==> src/hdl/assert_macros.svh <==
// Assertion macros shared by the RTL files of the glyph converter.
`ifndef ASSERT_MACROS_SVH
`define ASSERT_MACROS_SVH

// Same-cycle implication, checked outside reset.
`define CHK_NOW(label, clk, rst_n, ante, cons, msg) \
    label: assert property (@(posedge clk) disable iff (!rst_n) (ante) |-> (cons)) \
        else $error(msg);

// Next-cycle implication, checked outside reset.
`define CHK_NEXT(label, clk, rst_n, ante, cons, msg) \
    label: assert property (@(posedge clk) disable iff (!rst_n) (ante) |=> (cons)) \
        else $error(msg);

`endif

==> src/hdl/ptag_pkg.sv <==
// Shared types, constants and lookup functions of the pixel to glyph converter.
`default_nettype none

package ptag_pkg;

    localparam int MAX_LINE_WIDTH = 4096;
    localparam int COL_W          = $clog2(MAX_LINE_WIDTH);
    localparam int LW_W           = COL_W + 1;
    localparam int QDEPTH         = 8;
    localparam int QPTR_W         = $clog2(QDEPTH);
    localparam int QCNT_W         = $clog2(QDEPTH + 1);
    localparam int RAMP_LEN       = 10;
    localparam int IDX_W          = 4;
    localparam int CH_W           = 8;
    localparam int GLYPH_W        = 7;
    localparam int SQ_W           = 16;
    localparam int SUM_W          = 26;
    localparam int PROD_W         = 42;
    localparam int LHS_W          = 46;

    localparam logic [GLYPH_W-1:0] NEWLINE_CODE = 7'd10;
    localparam logic [CH_W-1:0]    ALPHA_OPAQUE = 8'hFF;

    // 65025 * 2551^2: one luminance step, squared and scaled to integers.
    localparam logic [LHS_W-1:0] UNIT = 46'd423156755025;

    typedef enum logic [1:0] {
        REG_INVERT     = 2'd0,
        REG_LINE_WIDTH = 2'd1,
        REG_USE_ALPHA  = 2'd2
    } reg_index_t;

    typedef struct packed {
        logic            invert;
        logic [LW_W-1:0] line_width;
        logic            use_alpha;
    } cfg_t;

    typedef struct packed {
        logic [GLYPH_W-1:0] glyph;
        logic               row_end;
    } qentry_t;

    typedef enum logic {
        BK_GLYPH,
        BK_NEWLINE
    } bk_state_t;

    // Ramp from dense to sparse: "@%#*+=-:. "
    function automatic logic [GLYPH_W-1:0] ramp_glyph(input logic [IDX_W-1:0] idx);
        logic [GLYPH_W-1:0] g;
        case (idx)
            4'd0:    g = 7'd64;
            4'd1:    g = 7'd37;
            4'd2:    g = 7'd35;
            4'd3:    g = 7'd42;
            4'd4:    g = 7'd43;
            4'd5:    g = 7'd61;
            4'd6:    g = 7'd45;
            4'd7:    g = 7'd58;
            4'd8:    g = 7'd46;
            default: g = 7'd32;
        endcase
        return g;
    endfunction

    // Threshold for ramp step k: UNIT * k^2.
    function automatic logic [LHS_W-1:0] thresh(input logic [IDX_W-1:0] k);
        return UNIT * LHS_W'(k) * LHS_W'(k);
    endfunction

endpackage

`default_nettype wire

==> src/hdl/ptag_fifo.sv <==
// Short queue of classified pixels between the front and back parts.
`default_nettype none
`include "assert_macros.svh"

module ptag_fifo
    import ptag_pkg::*;
(
    input  wire logic    clk,
    input  wire logic    rst_n,
    input  wire logic    q_push,
    input  wire qentry_t q_entry,
    input  wire logic    q_pop,
    output qentry_t      q_head,
    output logic         q_empty
);

    qentry_t            mem_reg [QDEPTH];
    logic [QPTR_W-1:0]  wr_ptr_reg, wr_ptr_next;
    logic [QPTR_W-1:0]  rd_ptr_reg, rd_ptr_next;
    logic [QCNT_W-1:0]  count_reg, count_next;

    always_comb
    begin
        wr_ptr_next = q_push ? wr_ptr_reg + QPTR_W'(1) : wr_ptr_reg;
        rd_ptr_next = q_pop  ? rd_ptr_reg + QPTR_W'(1) : rd_ptr_reg;
        count_next  = count_reg + QCNT_W'(q_push) - QCNT_W'(q_pop);
    end

    always_ff @(posedge clk or negedge rst_n)
    begin
        if (!rst_n)
        begin
            wr_ptr_reg <= '0;
            rd_ptr_reg <= '0;
            count_reg  <= '0;
        end
        else
        begin
            wr_ptr_reg <= wr_ptr_next;
            rd_ptr_reg <= rd_ptr_next;
            count_reg  <= count_next;
        end
    end

    always_ff @(posedge clk)
    begin
        if (q_push)
        begin
            mem_reg[wr_ptr_reg] <= q_entry;
        end
    end

    assign q_head  = mem_reg[rd_ptr_reg];
    assign q_empty = (count_reg == '0);

    `CHK_NOW(a_no_overflow, clk, rst_n, q_push, count_reg != QCNT_W'(QDEPTH) || q_pop, "queue written while full")
    `CHK_NOW(a_no_underflow, clk, rst_n, q_pop, count_reg != '0, "queue read while empty")

endmodule

`default_nettype wire

==> src/hdl/ptag_front.sv <==
// Front part: accepts pixels, tracks the row position and computes the glyph.
`default_nettype none
`include "assert_macros.svh"

module ptag_front
    import ptag_pkg::*;
(
    input  wire logic            clk,
    input  wire logic            rst_n,
    input  wire cfg_t            cfg,
    input  wire logic            push,
    output logic                 full,
    input  wire logic [CH_W-1:0] red,
    input  wire logic [CH_W-1:0] green,
    input  wire logic [CH_W-1:0] blue,
    input  wire logic [CH_W-1:0] alpha,
    input  wire logic            q_pop,
    output logic                 q_push,
    output qentry_t              q_entry
);

    logic              accept;
    logic [CH_W-1:0]   alpha_eff;
    logic [LW_W-1:0]   width_eff;
    logic [LW_W-1:0]   col_plus;
    logic              row_end;

    logic [COL_W-1:0]  col_reg, col_next;
    logic [QCNT_W-1:0] credit_reg, credit_next;

    logic              s1_valid_reg, s2_valid_reg, s3_valid_reg;
    logic [SQ_W-1:0]   s1_r2_reg, s1_g2_reg, s1_b2_reg, s1_a2_reg;
    logic              s1_row_end_reg, s2_row_end_reg, s3_row_end_reg;
    logic [SUM_W-1:0]  s2_sum_reg, s2_sum_next;
    logic [SQ_W-1:0]   s2_a2_reg;
    logic [PROD_W-1:0] s3_prod_reg, s3_prod_next;

    logic [LHS_W-1:0]  lhs;
    logic [IDX_W-1:0]  idx;
    logic [IDX_W-1:0]  idx_sel;

    assign accept    = push && !full;
    assign full      = (credit_reg == QCNT_W'(QDEPTH));
    assign alpha_eff = cfg.use_alpha ? alpha : ALPHA_OPAQUE;

    // Row position; the width is clamped into 1..MAX_LINE_WIDTH.
    always_comb
    begin
        if (cfg.line_width == '0)
        begin
            width_eff = LW_W'(1);
        end
        else if (cfg.line_width > LW_W'(MAX_LINE_WIDTH))
        begin
            width_eff = LW_W'(MAX_LINE_WIDTH);
        end
        else
        begin
            width_eff = cfg.line_width;
        end
        col_plus = {1'b0, col_reg} + LW_W'(1);
        row_end  = (col_plus >= width_eff);
        col_next = col_reg;
        if (accept)
        begin
            col_next = row_end ? '0 : col_plus[COL_W-1:0];
        end
        credit_next = credit_reg + QCNT_W'(accept) - QCNT_W'(q_pop);
    end

    always_ff @(posedge clk or negedge rst_n)
    begin
        if (!rst_n)
        begin
            col_reg      <= '0;
            credit_reg   <= '0;
            s1_valid_reg <= 1'b0;
            s2_valid_reg <= 1'b0;
            s3_valid_reg <= 1'b0;
        end
        else
        begin
            col_reg      <= col_next;
            credit_reg   <= credit_next;
            s1_valid_reg <= accept;
            s2_valid_reg <= s1_valid_reg;
            s3_valid_reg <= s2_valid_reg;
        end
    end

    // Weighted sum of squares, then the product with alpha squared.
    assign s2_sum_next = SUM_W'(299) * SUM_W'(s1_r2_reg)
                       + SUM_W'(587) * SUM_W'(s1_g2_reg)
                       + SUM_W'(114) * SUM_W'(s1_b2_reg);
    assign s3_prod_next = s2_sum_reg * s2_a2_reg;

    always_ff @(posedge clk)
    begin
        s1_r2_reg      <= SQ_W'(red) * SQ_W'(red);
        s1_g2_reg      <= SQ_W'(green) * SQ_W'(green);
        s1_b2_reg      <= SQ_W'(blue) * SQ_W'(blue);
        s1_a2_reg      <= SQ_W'(alpha_eff) * SQ_W'(alpha_eff);
        s1_row_end_reg <= row_end;
        s2_sum_reg     <= s2_sum_next;
        s2_a2_reg      <= s1_a2_reg;
        s2_row_end_reg <= s1_row_end_reg;
        s3_prod_reg    <= s3_prod_next;
        s3_row_end_reg <= s2_row_end_reg;
    end

    // Ten times the product against the nine step thresholds.
    always_comb
    begin
        lhs = LHS_W'({s3_prod_reg, 3'b000}) + LHS_W'({s3_prod_reg, 1'b0});
        idx = '0;
        for (int t = 1; t < RAMP_LEN; t++)
        begin
            if (lhs >= thresh(IDX_W'(t)))
            begin
                idx = IDX_W'(t);
            end
        end
        idx_sel = cfg.invert ? IDX_W'(RAMP_LEN - 1) - idx : idx;
    end

    assign q_push          = s3_valid_reg;
    assign q_entry.glyph   = ramp_glyph(idx_sel);
    assign q_entry.row_end = s3_row_end_reg;

    `CHK_NEXT(a_credit_take, clk, rst_n, accept && !q_pop, credit_reg == $past(credit_reg) + QCNT_W'(1), "credit not taken on accept")

endmodule

`default_nettype wire

==> src/hdl/ptag_back.sv <==
// Back part: emits each glyph and, at a row end, the newline after it.
`default_nettype none
`include "assert_macros.svh"

module ptag_back
    import ptag_pkg::*;
(
    input  wire logic         clk,
    input  wire logic         rst_n,
    input  wire logic         q_empty,
    input  wire qentry_t      q_head,
    output logic              q_pop,
    input  wire logic         pop,
    output logic              empty,
    output logic [GLYPH_W-1:0] glyph,
    output logic              last
);

    bk_state_t          state_reg, state_next;
    logic               out_valid_reg, out_valid_next;
    logic [GLYPH_W-1:0] glyph_reg, glyph_next;
    logic               last_reg, last_next;
    logic               load;

    assign load = !out_valid_reg || pop;

    always_comb
    begin
        state_next = state_reg;
        case (state_reg)
            BK_GLYPH:
            begin
                if (load && !q_empty && q_head.row_end)
                begin
                    state_next = BK_NEWLINE;
                end
            end
            BK_NEWLINE:
            begin
                if (load)
                begin
                    state_next = BK_GLYPH;
                end
            end
            default:
            begin
                state_next = BK_GLYPH;
            end
        endcase
    end

    always_comb
    begin
        q_pop          = 1'b0;
        out_valid_next = out_valid_reg;
        glyph_next     = glyph_reg;
        last_next      = last_reg;
        case (state_reg)
            BK_GLYPH:
            begin
                if (load)
                begin
                    q_pop          = !q_empty;
                    out_valid_next = !q_empty;
                    glyph_next     = q_head.glyph;
                    last_next      = !q_head.row_end;
                end
            end
            BK_NEWLINE:
            begin
                if (load)
                begin
                    out_valid_next = 1'b1;
                    glyph_next     = NEWLINE_CODE;
                    last_next      = 1'b1;
                end
            end
            default:
            begin
                out_valid_next = 1'b0;
            end
        endcase
    end

    always_ff @(posedge clk or negedge rst_n)
    begin
        if (!rst_n)
        begin
            state_reg     <= BK_GLYPH;
            out_valid_reg <= 1'b0;
        end
        else
        begin
            state_reg     <= state_next;
            out_valid_reg <= out_valid_next;
        end
    end

    always_ff @(posedge clk)
    begin
        glyph_reg <= glyph_next;
        last_reg  <= last_next;
    end

    assign empty = !out_valid_reg;
    assign glyph = glyph_reg;
    assign last  = last_reg;

    `CHK_NOW(a_nl_after_glyph, clk, rst_n, state_reg == BK_NEWLINE, out_valid_reg && !last_reg, "newline pending without its glyph")
    `CHK_NOW(a_nl_is_last, clk, rst_n, out_valid_reg && glyph_reg == NEWLINE_CODE, last_reg, "newline result not marked last")

endmodule

`default_nettype wire

==> src/hdl/pixel_to_ascii_glyph.sv <==
// Top level of the pixel to glyph converter: configuration registers and part wiring.
// An accepted pixel passes stages s1, s2 and s3, the queue and the output register.
// Throughput: one pixel per cycle while the 8-entry queue has room; the single output
// register gives one result per cycle while popped; a row-ending pixel gives two results.
// Reset (rst_n low, asynchronous) clears the row counter, queue and output; the
// registers return to invert 0, line width 80 and alpha use on.
`default_nettype none

module pixel_to_ascii_glyph
    import ptag_pkg::*;
(
    input  wire logic               clk,
    input  wire logic               rst_n,
    // Pixel requests.
    input  wire logic               push,
    output logic                    full,
    input  wire logic [CH_W-1:0]    red,
    input  wire logic [CH_W-1:0]    green,
    input  wire logic [CH_W-1:0]    blue,
    input  wire logic [CH_W-1:0]    alpha,
    // Result requests.
    output logic                    empty,
    input  wire logic               pop,
    output logic [GLYPH_W-1:0]      glyph,
    output logic                    last,
    // Register writes.
    input  wire logic               cfg_valid,
    output logic                    cfg_ready,
    input  wire logic [1:0]         cfg_index,
    input  wire logic [LW_W-1:0]    cfg_data
);

    // Register file. Writes are always taken; an index past the list is dropped.
    // The user must write only while the block is idle; the block does not enforce it,
    // and the front part reads these values directly without any shadowing.
    logic            invert_reg, invert_next;
    logic [LW_W-1:0] line_width_reg, line_width_next;
    logic            use_alpha_reg, use_alpha_next;
    cfg_t            cfg;

    assign cfg_ready = 1'b1;

    always_comb
    begin
        invert_next     = invert_reg;
        line_width_next = line_width_reg;
        use_alpha_next  = use_alpha_reg;
        if (cfg_valid)
        begin
            case (cfg_index)
                REG_INVERT:     invert_next     = cfg_data[0];
                REG_LINE_WIDTH: line_width_next = cfg_data;
                REG_USE_ALPHA:  use_alpha_next  = cfg_data[0];
                default:        ;
            endcase
        end
    end

    always_ff @(posedge clk or negedge rst_n)
    begin
        if (!rst_n)
        begin
            invert_reg     <= 1'b0;
            line_width_reg <= LW_W'(80);
            use_alpha_reg  <= 1'b1;
        end
        else
        begin
            invert_reg     <= invert_next;
            line_width_reg <= line_width_next;
            use_alpha_reg  <= use_alpha_next;
        end
    end

    assign cfg.invert     = invert_reg;
    assign cfg.line_width = line_width_reg;
    assign cfg.use_alpha  = use_alpha_reg;

    // The front part reserves a queue slot for every accepted pixel, so the
    // queue never overflows even with three pixels still in the arithmetic pipe.
    logic    q_push;
    logic    q_pop;
    logic    q_empty;
    qentry_t q_entry;
    qentry_t q_head;

    ptag_front u_front (
        .clk     (clk),
        .rst_n   (rst_n),
        .cfg     (cfg),
        .push    (push),
        .full    (full),
        .red     (red),
        .green   (green),
        .blue    (blue),
        .alpha   (alpha),
        .q_pop   (q_pop),
        .q_push  (q_push),
        .q_entry (q_entry)
    );

    ptag_fifo u_fifo (
        .clk     (clk),
        .rst_n   (rst_n),
        .q_push  (q_push),
        .q_entry (q_entry),
        .q_pop   (q_pop),
        .q_head  (q_head),
        .q_empty (q_empty)
    );

    // The back part turns each queued pixel into one or two results and
    // holds the oldest one in its output register until it is popped.
    ptag_back u_back (
        .clk     (clk),
        .rst_n   (rst_n),
        .q_empty (q_empty),
        .q_head  (q_head),
        .q_pop   (q_pop),
        .pop     (pop),
        .empty   (empty),
        .glyph   (glyph),
        .last    (last)
    );

endmodule

`default_nettype wire
==> config.mk <==
export PLATFORM = sky130hd
export DESIGN_NAME = pixel_to_ascii_glyph
export DESIGN_NICKNAME = d
export VERILOG_FILES = /design/src/hdl/ptag_pkg.sv /design/src/hdl/ptag_fifo.sv /design/src/hdl/ptag_front.sv /design/src/hdl/ptag_back.sv /design/src/hdl/pixel_to_ascii_glyph.sv
export VERILOG_INCLUDE_DIRS = /design/src /design/src/hdl
export SDC_FILE = /design/constraint.sdc
export NUM_CORES = 2
export LEC_CHECK = 0
export ABC_AREA = 0
export BUFFER_PORTS_ARGS = -buffer_cell sky130_fd_sc_hd__buf_4
export CAP_MARGIN = 5
export CORE_MARGIN = 2
export CORE_UTILIZATION = 59
export CTS_BUF_LIST = sky130_fd_sc_hd__clkbuf_4 sky130_fd_sc_hd__clkbuf_8
export DETAILED_ROUTE_END_ITERATION = 7
export HOLD_SLACK_MARGIN = 0.05
export PLACE_DENSITY = 0.76
export SLEW_MARGIN = 20
export SYNTH_ARGS = -nofsm -noshare
export SYNTH_HDL_FRONTEND = slang
export SYNTH_SLANG_ARGS = --single-unit
==> constraint.sdc <==
create_clock -name clk -period 8.9 [get_ports clk]
set_input_delay 0.445 -clock clk [delete_from_list [all_inputs] [get_ports clk]]
set_output_delay 0.445 -clock clk [all_outputs]
set_load 0.02 [all_outputs]
### Word-level counts from Yosys, hierarchy flattened

Memories as Yosys holds them, arrays and structs flattened.
Index checks and enable logic that the tools add are counted.

* register bits: 205
* bits in writable memories: 64
* memory bits (read-only): 112
* memories kept: 2

* add/sub/neg operators: 11
* multipliers: 8
* magnitude comparators: 11
* eq/ne operators: 5
* multiplexer cells: 29
* bitwise operators: 1
* reductions and logical operators: 15

Memory list
* (name not given): words 16, bits a word 7, read ports 1, clocked after memory_dff 0, write ports 0, RTL line ptag_pkg.sv:52 `case (idx)`
* u_fifo.mem_reg: words 8, bits a word 8, read ports 1, clocked after memory_dff 0, write ports 1, RTL line ptag_fifo.sv:17 `qentry_t mem_reg [QDEPTH];`

Operators by type and width (number)
* $ge 46x45->1 const B: 3
* $ge 46x44->1 const B: 2
* $mul 8x8->16: 4
* $add 45x43->46: 1
* $ge 46x39->1 const B: 1
* $ge 46x41->1 const B: 1
* $ge 46x42->1 const B: 1
* $ge 46x43->1 const B: 1
* $mul 26x16->42: 1
* $add 25x26->26: 1
* $add 26x23->26: 1
* $mul 10x16->26 const A: 1
* $mux 13: 2
* $mul 9x16->25 const A: 1
* $mul 6x16->22 const A: 1
* $mux 7: 2
* $pmux 7 s2: 1
* $add 12x1->13 const B: 1
* $ge 13x13->1: 1
* $gt 13x13->1 const B: 1
* $logic_not 13->1: 1
* $mux 12: 1
* $mux 3: 4
* $mux 4: 3
* other kinds (20): 43

### Logic depth before layout (Yosys ltp)

An unclocked memory read counts as a cell.

* word-level depth: 14
* mapped depth: 31
* gate-level depth less buffers: 31

### Modules after synthesis

A second synthesis with hierarchy kept.

* cells, all modules: 4028
* area total of the unflattened synthesis: 38575.7 um^2

Modules (own cells, without submodules)
* ptag_front: times used 1, cells each 3822, area each 34503.1 um^2
* ptag_fifo: times used 1, cells each 145, area each 3024.2 um^2
* pixel_to_ascii_glyph: times used 1, cells each 36, area each 643.1 um^2
* ptag_back: times used 1, cells each 25, area each 405.4 um^2

### Worst setup path after synthesis

No wires, ideal clock.

* path kind: register -> register
* from: register u_front.s2_a2_reg[6]
* to: register u_front.s3_prod_reg[41]
* arrival time: 6641 ps
* required time: 8828 ps
* setup slack: 2186 ps
* cell stages (with the launch flop): 29
* clock period less this slack: 6714 ps
* cells stage by stage: dfxtp_1 > clkbuf_1 > clkbuf_1 > nand2_1 > fa_1 > inv_1 > fa_1 > inv_1 > fa_1 > inv_1 > fa_1 > inv_1 > fa_1 > inv_1 > fa_1 > ha_1 > a2111oi_0 > a21oi_1 > nand2_1 > a31oi_1 > nor3_1 > o31ai_1 > o211ai_1 > nand3_1 > o211ai_1 > o21ai_0 > o21a_1 > nor2_1 > xnor2_1

* cells in the longest elaborated chain, start to end: 1

RTL lines
* from (decl): RTL line ptag_front.sv:35 `logic [SQ_W-1:0] s2_a2_reg;`
* from (signal assigned): RTL line ptag_front.sv:105 `s2_a2_reg <= s1_a2_reg;`
* $mul 26x16->42: RTL line ptag_front.sv:95 `assign s3_prod_next = s2_sum_reg * s2_a2_reg;`
* via u_front.s3_prod_next[41]: RTL line ptag_front.sv:36 `logic [PROD_W-1:0] s3_prod_reg, s3_prod_next;`
* to (signal assigned): RTL line ptag_front.sv:107 `s3_prod_reg <= s3_prod_next;`
* to (decl): RTL line ptag_front.sv:36

The timed path passes the listed nets, and every way through them passes these cells.
A chain may end at the register's enable or synchronous reset.

### Worst setup path after layout

Ends and elaborated chain as after synthesis.

==> impl_metrics.toml <==
[timing]
final_max_slew_viol_count = 0
period_needed_ns = 7.623
hold_viol = 0
tightestPinTransition_ns = 1.054
slew_headroom_pct = 28.60
rsz0062_at_grt = "false"
fin_ws_ns = 1.277
fin_crit_sh_pct = 85.66
tns_ns = 0
finalSetupViolCount = 0
skew_ns = 0.01554
fmax_ghz = 0.1312

[synthesis]
synth_warnings = 0
synth_async_sr_flop_share_pct = 17.42
synth_top_area_cell = "fa_1"
syn_area_per_cell_um2 = 9.475
ys_ff_latch = 264
netlist_area_mm2 = 0.03880
ys_seq_area_share_pct = 16.08
synth.top_cell.area_share_pct = 29.10
yosysUniqueCellTypes = 104
synth_area_leaders = "fa_1 (29%), ha_1 (16%), dfxtp_1 (7.5%), inv_1 (7.5%), edfxtp_1 (5.6%)"
synth_commonest_cells = "inv_1 (775), fa_1 (564), ha_1 (507)"
synthCells = 4095
synthFlopType = "dfxtp_1"
synth_edf_count = 72
synth.most_common_cell = "inv_1"

[route]
first_pass_iters = 6
drtIter0Drc = 1901
drtAntennaViolNets = 0
wl_mm = 82.92
drc_errors = 0
vias = 27840
routedWlPerCell_um = 16.47
routed_via_density = 5.531

[finish]
fillers = 5446
antenna_cells = 0
seqCellArea_mm2 = 0.006241
area_growth_pct = 6.346
final_nets = 5253
multi_input_area_mm2 = 0.02924
largest_reg_flops = 64
drive_above_1_share_pct = 5.781

[critical_path]
worst-path-max-fanout = 26
start_kind = "register"
crit_slowest_cell = "dfxtp_1"
cp.arrival_ns = 8.19
cpPeakStageDelay_ns = 0.91
crit_path_frequent_cell = "fa_1"
end_kind = "register"
critPathKind = "register to register"
crit_required_ns = 9.47

[floorplanning]
initial_core_util_pct = 59.34
pin_count = 63
rows = 94
dieHeight_um = 260.4
die_w_um = 260.4
die_area_mm2 = 0.06783
core_mm2 = 0.06539

[global_routing]
met1_usage_pct = 34.78
grt_pass1_vias = 29030
gr-usage-met3_pct = 3.506
grt_util_met2_pct = 42.72
overflow = 0
grt_pass1_wl_mm = 141.3
busiest_layer = "met2"
grt_max_degree = 47
gr-usage-all-layers_pct = 25.58
antenna_found_initial = 0

[placement]
dp_slack_ns = 1.332
gp_congestion = 0.8987
place_hpwl_mm = 67.21
io_buffers = 61

[clock_network]
path_clk_slew_ns = 0.06
cts_buffer_depth = 3
h-tree-depth = 2
cts_root_buffer = "clkbuf_8"
cts_tree = "built"
clkSinkCount = 264
clk_latency_ns = 0.64
cts_resized = 0
numCtsBuffers = 48

[run]
cap_violations = 0

[min_path]
hp-class = "input pin to register"

[outcome]
status = "finished, final reports clean"
==> cell type report <==
| type | instances | area share [%] |
|---|---|---|
| Multi-Input combinational cell | 2951 | 70.85 |
| Sequential cell | 264 | 15.12 |
| Inverter | 775 | 7.050 |
| Tap cell | 864 | 2.620 |
| Clock buffer | 69 | 2.089 |
| Timing Repair Buffer | 90 | 1.741 |
| Clock inverter | 20 | 0.5215 |
==> per-layer routing <==
metal,vias up,wire [µm]
met2,748,39240
met3,167,4526
met5,-,0
met4,0,2495
met1,13660,36650
li1,13270,-
==> critical path, delay by kind of cell, from the launching register on <==
| kind | cells | cell delay [ns] |
|---|---|---|
| adders and majority gates | 7 | 3.44 |
| and+or+nand+nor | 5 | 0.84 |
| buffers and inverters | 5 | 0.26 |
| AOI/OAI and AO/OA | 8 | 1.97 |
| DFF | 1 | 0.91 |
| xor gates and xnor gates | 1 | 0.12 |
==> layout by cell type, fill, tap and decap left out, types with 55 or more instances in the layout <==
master,count
ha_1,507
buf_4,73
o21ai_0,98
nor2_1,138
xnor2_1,134
a21oi_1,149
and2_1,270
nand2_1,391
dfxtp_1,146
clkbuf_8,55
edfxtp_1,72
fa_1,564
inv_1,775
==> final timing paths <==
path                       slack [ns]  cells after the start                 start                 endpoint
setup reg to reg                 1.28                     26  u_front.s2_a2_reg[6]  u_front.s3_prod_reg[41]
min in group asynchronous        0.37                      2                 rst_n     u_fifo.rd_ptr_reg[1]
hold reg to reg                  0.33                      0  u_front.s1_a2_reg[7]     u_front.s2_a2_reg[7]
hold / removal                   0.11                      2                red[1]     u_front.s1_r2_reg[2]
setup / recovery                 1.28                     26  u_front.s2_a2_reg[6]  u_front.s3_prod_reg[41]
max in group asynchronous        8.08                      2                 rst_n       u_front.col_reg[1]
==> cells by family after synthesis <==
logic type | Yosys count | synth area share, %
muxes | 50 | 1.886
buffers and inverters | 888 | 8.645
adders and majority gates | 1071 | 45.45
DFF | 264 | 16.08
and+or+nand+nor | 1086 | 14.11
other | 2 | 0.01936
xor gates and xnor gates | 174 | 3.995
AOI/OAI and AO/OA | 560 | 9.809
==> metrics by stage <==
stage	cell area [µm²]	util, %	std cells	hold slack (ns)
2_1_floorplan	38830	-	4103	0.1494
3_3_place_gp	40010	61.19	4927	0.3105
3_5_place_dp	40010	61.19	4927	0.3132
4_1_cts	41260	63.10	5033	0.06471
5_1_grt	41260	63.10	5033	0.07956
6_report	41260	63.10	5033	0.1086
==> what timing repair did <==
item,4_1_cts,5_1_grt
endpoints found under the hold margin,63,0
buffers inserted,0,0
hold buffers,17,0
Power is left out: the tool's default activity adds up to more than one toggle a clock period on the data nets, which glitch-free logic cannot reach.
